## config.mk

```make
export PLATFORM = sky130hd
export DESIGN_NAME = servo_command_packet_framer
export DESIGN_NICKNAME = d
export VERILOG_FILES = /design/src/rtl/core/scpf_pkg.sv /design/src/rtl/core/scpf_builder.sv /design/src/rtl/core/scpf_serializer.sv /design/src/rtl/core/servo_command_packet_framer.sv
export SDC_FILE = /design/constraint.sdc
export NUM_CORES = 1
export LEC_CHECK = 0
export BUFFER_PORTS_ARGS = -buffer_cell sky130_fd_sc_hd__buf_4
export CORE_AREA = 2 2 124 126
export DETAILED_ROUTE_END_ITERATION = 8
export DIE_AREA = 0 0 126 128
export SYNTH_ARGS = -nofsm -noshare
export SYNTH_HDL_FRONTEND = slang
export SYNTH_SLANG_ARGS = --single-unit
export TNS_END_PERCENT = 20
```

## constraint.sdc

```tcl
create_clock -name aclk -period 3.2 [get_ports aclk]
set_input_delay 0 -clock aclk [delete_from_list [all_inputs] [get_ports aclk]]
set_output_delay 0 -clock aclk [all_outputs]
set_load 0.01 [all_outputs]
```

## src/rtl/core/scpf_pkg.sv

```systemverilog
// ----------------------------------------------------------------------------
// Servo command packet framer package
// Shared types and constants for the short-packet framer: command and result
// request formats, operation codes and the fixed packet bytes.
// ----------------------------------------------------------------------------
package scpf_pkg;

    // Longest packet (angle command) in bytes.
    localparam int PKT_MAX_BYTES = 10;
    localparam int PKT_LEN_WIDTH = $clog2(PKT_MAX_BYTES + 1);

    // Fixed packet bytes.
    localparam logic [7:0] HDR_FIRST   = 8'hFA;
    localparam logic [7:0] HDR_SECOND  = 8'hAF;
    localparam logic [7:0] ADDR_TORQUE = 8'h24;
    localparam logic [7:0] ADDR_ANGLE  = 8'h1E;
    localparam logic [7:0] FLAGS_WRITE = 8'h00;
    localparam logic [7:0] FLAGS_READ  = 8'h0F;
    localparam logic [7:0] LEN_ONE     = 8'h01;
    localparam logic [7:0] LEN_TWO     = 8'h02;
    localparam logic [7:0] COUNT_ONE   = 8'h01;
    localparam logic [7:0] COUNT_NONE  = 8'h00;

    // Packet lengths in bytes, header and checksum included.
    localparam logic [PKT_LEN_WIDTH-1:0] TORQUE_PKT_LEN = PKT_LEN_WIDTH'(9);
    localparam logic [PKT_LEN_WIDTH-1:0] ANGLE_PKT_LEN  = PKT_LEN_WIDTH'(10);
    localparam logic [PKT_LEN_WIDTH-1:0] READ_PKT_LEN   = PKT_LEN_WIDTH'(8);

    // Operation codes. The fourth code is unused and drops the command.
    typedef enum logic [1:0] {
        OP_TORQUE = 2'd0,
        OP_ANGLE  = 2'd1,
        OP_READ   = 2'd2
    } operation_t;

    // One command request.
    typedef struct packed {
        logic [1:0]         operation;
        logic [7:0]         servo_id;
        logic signed [15:0] value;
        logic [7:0]         reg_address;
    } command_t;

    // One result request: a single packet byte.
    typedef struct packed {
        logic [7:0] tx_byte;
        logic       last;
    } result_t;

    // A whole packet, byte 0 first, with its length.
    typedef struct packed {
        logic [PKT_MAX_BYTES-1:0][7:0] bytes;
        logic [PKT_LEN_WIDTH-1:0]      len;
    } packet_t;

endpackage

```

## src/rtl/core/scpf_builder.sv

```systemverilog
// ----------------------------------------------------------------------------
// Packet builder
// Turns one registered command into the complete short packet, checksum
// included.
// ----------------------------------------------------------------------------
module scpf_builder (
    input  scpf_pkg::command_t cmd,
    output scpf_pkg::packet_t  pkt
);

    logic [15:0] angle_word;
    logic [7:0]  csum;

    // value * 10 as (value * 8) + (value * 2), modulo 2^16.
    assign angle_word = {cmd.value[12:0], 3'b000} + {cmd.value[14:0], 1'b0};

    always_comb begin
        pkt       = '0;
        csum      = '0;
        pkt.bytes[0] = scpf_pkg::HDR_FIRST;
        pkt.bytes[1] = scpf_pkg::HDR_SECOND;
        pkt.bytes[2] = cmd.servo_id;
        unique case (cmd.operation)
            scpf_pkg::OP_TORQUE: begin
                pkt.bytes[3] = scpf_pkg::FLAGS_WRITE;
                pkt.bytes[4] = scpf_pkg::ADDR_TORQUE;
                pkt.bytes[5] = scpf_pkg::LEN_ONE;
                pkt.bytes[6] = scpf_pkg::COUNT_ONE;
                pkt.bytes[7] = cmd.value[7:0];
                csum = pkt.bytes[2] ^ pkt.bytes[3] ^ pkt.bytes[4] ^ pkt.bytes[5]
                     ^ pkt.bytes[6] ^ pkt.bytes[7];
                pkt.bytes[8] = csum;
                pkt.len      = scpf_pkg::TORQUE_PKT_LEN;
            end
            scpf_pkg::OP_ANGLE: begin
                pkt.bytes[3] = scpf_pkg::FLAGS_WRITE;
                pkt.bytes[4] = scpf_pkg::ADDR_ANGLE;
                pkt.bytes[5] = scpf_pkg::LEN_TWO;
                pkt.bytes[6] = scpf_pkg::COUNT_ONE;
                pkt.bytes[7] = angle_word[7:0];
                pkt.bytes[8] = angle_word[15:8];
                csum = pkt.bytes[2] ^ pkt.bytes[3] ^ pkt.bytes[4] ^ pkt.bytes[5]
                     ^ pkt.bytes[6] ^ pkt.bytes[7] ^ pkt.bytes[8];
                pkt.bytes[9] = csum;
                pkt.len      = scpf_pkg::ANGLE_PKT_LEN;
            end
            scpf_pkg::OP_READ: begin
                pkt.bytes[3] = scpf_pkg::FLAGS_READ;
                pkt.bytes[4] = cmd.reg_address;
                pkt.bytes[5] = scpf_pkg::LEN_TWO;
                pkt.bytes[6] = scpf_pkg::COUNT_NONE;
                csum = pkt.bytes[2] ^ pkt.bytes[3] ^ pkt.bytes[4] ^ pkt.bytes[5]
                     ^ pkt.bytes[6];
                pkt.bytes[7] = csum;
                pkt.len      = scpf_pkg::READ_PKT_LEN;
            end
            default: begin
                // Unused code is never loaded into the serializer; length zero.
                pkt.len = '0;
            end
        endcase
    end

endmodule

```

## src/rtl/core/scpf_serializer.sv

```systemverilog
// ----------------------------------------------------------------------------
// Packet serializer
// Holds one packet in a shift register and moves it out one byte per cycle,
// while the receiver does not stall, through a registered result port, marking the final byte.
// ----------------------------------------------------------------------------
module scpf_serializer (
    input  logic                aclk,
    input  logic                aresetn,
    input  logic                load,
    input  scpf_pkg::packet_t   pkt,
    output logic                can_load,
    output logic                m_valid,
    input  logic                m_ready,
    output scpf_pkg::result_t   m_data
);

    localparam int N = scpf_pkg::PKT_MAX_BYTES;

    logic [N-1:0][7:0]                     bytes_reg, bytes_next;
    logic [scpf_pkg::PKT_LEN_WIDTH-1:0]    remain_reg, remain_next;
    logic                                  busy_reg, busy_next;
    logic                                  m_valid_reg, m_valid_next;
    scpf_pkg::result_t                     m_data_reg, m_data_next;

    logic out_free;
    logic take;
    logic last_byte;

    assign out_free  = !m_valid_reg || m_ready;
    assign take      = busy_reg && out_free;
    assign last_byte = (remain_reg == scpf_pkg::PKT_LEN_WIDTH'(1));
    assign can_load  = !busy_reg || (take && last_byte);

    always_comb begin
        bytes_next  = bytes_reg;
        remain_next = remain_reg;
        busy_next   = busy_reg;
        if (load) begin
            bytes_next  = pkt.bytes;
            remain_next = pkt.len;
            busy_next   = 1'b1;
        end else if (take) begin
            for (int i = 0; i < N - 1; i++) begin
                bytes_next[i] = bytes_reg[i+1];
            end
            bytes_next[N-1] = '0;
            remain_next     = remain_reg - scpf_pkg::PKT_LEN_WIDTH'(1);
            busy_next       = !last_byte;
        end
    end

    always_comb begin
        m_valid_next = m_valid_reg;
        m_data_next  = m_data_reg;
        if (out_free) begin
            m_valid_next        = take;
            m_data_next.tx_byte = bytes_reg[0];
            m_data_next.last    = last_byte;
        end
    end

    always_ff @(posedge aclk) begin
        if (!aresetn) begin
            busy_reg    <= 1'b0;
            remain_reg  <= '0;
            m_valid_reg <= 1'b0;
        end else begin
            busy_reg    <= busy_next;
            remain_reg  <= remain_next;
            m_valid_reg <= m_valid_next;
        end
        bytes_reg  <= bytes_next;
        m_data_reg <= m_data_next;
    end

    assign m_valid = m_valid_reg;
    assign m_data  = m_data_reg;

endmodule

```

## src/rtl/core/servo_command_packet_framer.sv

```systemverilog
// ----------------------------------------------------------------------------
// Servo command packet framer
// Frames torque, angle and register read commands as serial short packets.
// ----------------------------------------------------------------------------
// Usage:
// A command request enters on s_data (operation, servo id, value, register
// address) with s_valid/s_ready. The packet leaves on m_data as one byte per
// request with m_valid/m_ready; the checksum byte that ends a packet has
// last set. Torque packets are 9 bytes, angle packets 10, read requests 8.
// A command with the unused operation code is accepted and dropped.
// Latency: the first byte of a packet passes the command register, the
// packet shift register and the result register after its command is
// accepted. Throughput: the result port moves one byte per cycle while the
// receiver does not stall; packets follow with no gap when a command waits.
// A command register in front of the packet shift register lets the next
// command be accepted while the current packet is still being sent.
// When the receiver stalls, the byte in the result register holds and the
// shift register and command register hold behind it; s_ready drops once
// the command register is full. Synchronous active-low reset empties all
// stages; no packet is in flight afterwards.
// ----------------------------------------------------------------------------
module servo_command_packet_framer (
    input  logic                aclk,
    input  logic                aresetn,
    input  logic                s_valid,
    output logic                s_ready,
    input  scpf_pkg::command_t  s_data,
    output logic                m_valid,
    input  logic                m_ready,
    output scpf_pkg::result_t   m_data
);

    // Command register: holds the next command until the serializer is free.
    scpf_pkg::command_t cmd_reg, cmd_next;
    logic               cmd_valid_reg, cmd_valid_next;

    scpf_pkg::packet_t  pkt;
    logic               can_load;
    logic               load;
    logic               accept;
    logic               op_used;

    // The unused operation code produces no packet, so it never fills the
    // command register.
    assign op_used = (s_data.operation == scpf_pkg::OP_TORQUE)
                  || (s_data.operation == scpf_pkg::OP_ANGLE)
                  || (s_data.operation == scpf_pkg::OP_READ);

    assign load    = cmd_valid_reg && can_load;
    assign s_ready = !cmd_valid_reg || load;
    assign accept  = s_valid && s_ready;

    always_comb begin
        cmd_next       = cmd_reg;
        cmd_valid_next = cmd_valid_reg && !load;
        if (accept) begin
            cmd_next       = s_data;
            cmd_valid_next = op_used;
        end
    end

    always_ff @(posedge aclk) begin
        if (!aresetn) begin
            cmd_valid_reg <= 1'b0;
        end else begin
            cmd_valid_reg <= cmd_valid_next;
        end
        cmd_reg <= cmd_next;
    end

    // The packet is built combinationally between the command register and
    // the serializer's shift register.
    scpf_builder u_builder (
        .cmd (cmd_reg),
        .pkt (pkt)
    );

    scpf_serializer u_serializer (
        .aclk     (aclk),
        .aresetn  (aresetn),
        .load     (load),
        .pkt      (pkt),
        .can_load (can_load),
        .m_valid  (m_valid),
        .m_ready  (m_ready),
        .m_data   (m_data)
    );

    // A dropped command leaves the command register empty.
    assert property (@(posedge aclk) disable iff (!aresetn)
        (accept && !op_used) |=> !cmd_valid_reg)
        else $error("unused operation code reached the command register");

    // Bytes of one packet leave back to back once the receiver takes them.
    assert property (@(posedge aclk) disable iff (!aresetn)
        (m_valid && m_ready && !m_data.last) |=> m_valid)
        else $error("gap inside a packet");

    // A waiting command is not overwritten while the input is held off.
    assert property (@(posedge aclk) disable iff (!aresetn)
        (cmd_valid_reg && !s_ready) |=> (cmd_valid_reg && $stable(cmd_reg)))
        else $error("pending command lost or changed");

endmodule
```

==> flow_metrics.tcl <==
set metrics [dict create \
    gp_congestion 0.8601 \
    routedWlPerCell_microns 15.11 \
    ys_seq_elements 129 \
    drc 0 \
    fin_worst_skew_ns 0.005795 \
    period_needed_ns 2.633 \
    synth_edf_count 106 \
    first_pass_iters 6 \
    cp.arrival_ns 2.88 \
    hold_violations 0 \
    clock_latency_ns 0.42 \
    final_cell_area_sq_mm 0.007356 \
    grt_pass1_wl_microns 19420 \
    place_area_sq_mm 0.006389 \
    core_sq_mm 0.01486 \
    die_w_microns 126 \
    overflow 0 \
    numPortBuffers 47 \
    nets 633 \
    final_common_cell "edfxtp_1" \
    syn_nets 548 \
    drive_gt1_frac 0.1596 \
    antenna_found_initial 0 \
    path_class "reg2reg" \
    vias 4019 \
    grt_pass1_vias 3805 \
    end_kind "flop" \
    setup_tns_ns 0 \
    relSlewSlack 0.4861 \
    dr.first_iter.drc_count 568 \
    ys_warn_count 0 \
    area_growth_pct 26.48 \
    die_y_microns 128 \
    drv_cap 0 \
    status "finished clean" \
    ys_seq_area_frac 0.6265 \
    power.density_mw_per_mm2 651.2 \
    pin_count 49 \
    totalWireLength_microns 11740 \
    finalCritPeriodShare 0.8229 \
    drtAntennaViolNets 0 \
    htree_levels 4 \
    synth_cells 491 \
    startpoint_type "flop" \
    clockBufferDepth 2 \
    mostFrequentLayoutCells "edfxtp_1, nand2_1, buf_4" \
    instances_no_fill 777 \
    hp-class "in2reg" \
    report.final.slew_viol_count 0 \
    p_leak_nw 2.891 \
    largest_reg_flops 80 \
    setup_violations 0 \
    synth_top_flop_cell "edfxtp_1" \
    n_antenna_cell 0 \
    post_drt_via_cell_ratio 5.172 \
    grtUsageTotal 0.1544 \
    path_max_fanout 5 \
    cts_root_buffer "clkbuf_16" \
    rows 45 \
    fin_util 0.4949 \
    tritoncts "done" \
    grt_max_degree 58 \
    clk_pin_slew_ns 0.06 \
    dp_hpwl_microns 7283 \
    syn_area_per_cell_sq_um 11.84 \
    die_area_sq_mm 0.01613 \
    postCtsResizedCells 0 \
    worst_pin_slew_ns 0.7709 \
    clock_sinks 129 \
    synth_area_sq_mm 0.005816 \
    synthArstFlopShare 0 \
    rsz0062_at_grt "no" \
    numCtsBuffers 17 \
    place_inst 710 \
    ir_drop_v 0.0003895 \
    crit_required_ns 3.45 \
    yosys.cell_types.count 43 \
    fmax_mhz 379.8 \
    start_util 0.3912 \
]
per-stage QoR:
stage | power (mW) | worst slack, ns | hold WS [ns]
2_1_floorplan | 2.579 | 0.2929 | 0.09887
3_3_place_gp | 2.768 | 0.6121 | 0.1784
3_5_place_dp | 2.792 | 0.6018 | 0.1794
4_1_cts | 4.833 | 0.5864 | 0.2773
5_1_grt | 5.007 | 0.5057 | 0.2845
6_report | 4.790 | 0.5668 | 0.2958
cells by family after synthesis:
group,count (synthesis),synth area share
compound gates,88,0.1037
fa+ha+maj,19,0.04217
flops,129,0.6265
xor+xnor,39,0.05873
simple gates,182,0.1457
buf+inv,34,0.02324
synthesized netlist by cell type, types with 2 or more instances:
library cell    n  area share
a21o_1          4      0.0052
a21oi_1        20       0.017
or3_1           3      0.0032
nor2_1         20       0.013
nor2b_1         4      0.0043
and2_1          3      0.0032
nand2b_1        3      0.0032
o21bai_1        2      0.0026
xor2_1         17       0.026
ha_1           18       0.039
a221oi_1        2      0.0030
xnor2_1        22       0.033
a222oi_1        7       0.012
inv_1          10      0.0065
nand3_1        46       0.040
and3_1         20       0.022
clkbuf_1       17       0.011
o211ai_1        6      0.0077
a22oi_1         3      0.0039
o211ai_2        2      0.0043
edfxtp_1      106        0.55
nand2_1        74       0.048
nor3_1          5      0.0043
a22o_1          4      0.0060
buf_2           6      0.0052
dfxtp_1        23       0.079
o21ai_0        22       0.019
a21boi_0        4      0.0052
o21a_1          4      0.0052
where the power goes:
group | total [mW] | internal, mW | switching (mW)
logic | 0.648 | 0.294 | 0.353
registers | 2.14 | 2.05 | 0.0886
clock network | 2.00 | 1.29 | 0.708
total | 4.79 | 3.64 | 1.15
final cells by class:
type	instances	area, sq um
fill	1312	7508
sequential	129	3643
multi-input combinational	328	2047
timing repair buffer	90	775.7
clock buffer	17	425.4
tap	188	235.2
clock inverter	15	191.4
inverter	10	37.54
worst max-delay path, cell delays in order, from the launching register on:
cell and delay (ns):
edfxtp_1 0.50, ha_1 0.28, fa_1 0.41, a21oi_1 0.26, o211a_1 0.24, o211ai_2 0.10
and3_2 0.20, or3_1 0.34, a21oi_1 0.14
per-layer routing:
layer | routed length [microns] | GRT usage
met4 | 199 | 0.06529
met3 | 607 | 0.03881
met5 | 0 | 0
met2 | 5680 | 0.2508
met1 | 5256 | 0.1978
repair_timing:
action,4_1_cts,5_1_grt
setup buffers,0,0
endpoints found under the hold margin,40,0
hold buffers,35,0
worst paths after layout:
check	end	cells after the start	slack (ns)	start
hold / removal	cmd_reg[24]$_DFFE_PP_	2	0.30	s_data[24]
setup / recovery	u_serializer.bytes_reg[79]$_DFFE_PP_	8	0.57	cmd_reg[8]$_DFFE_PP_
setup reg to reg	u_serializer.bytes_reg[79]$_DFFE_PP_	8	0.57	cmd_reg[8]$_DFFE_PP_
hold reg to reg	u_serializer.m_data[5]$_DFFE_PN_	0	0.43	u_serializer.bytes_reg[4]$_SDFFE_PP1P_
Note: power is estimated with default switching activity, not from simulation.
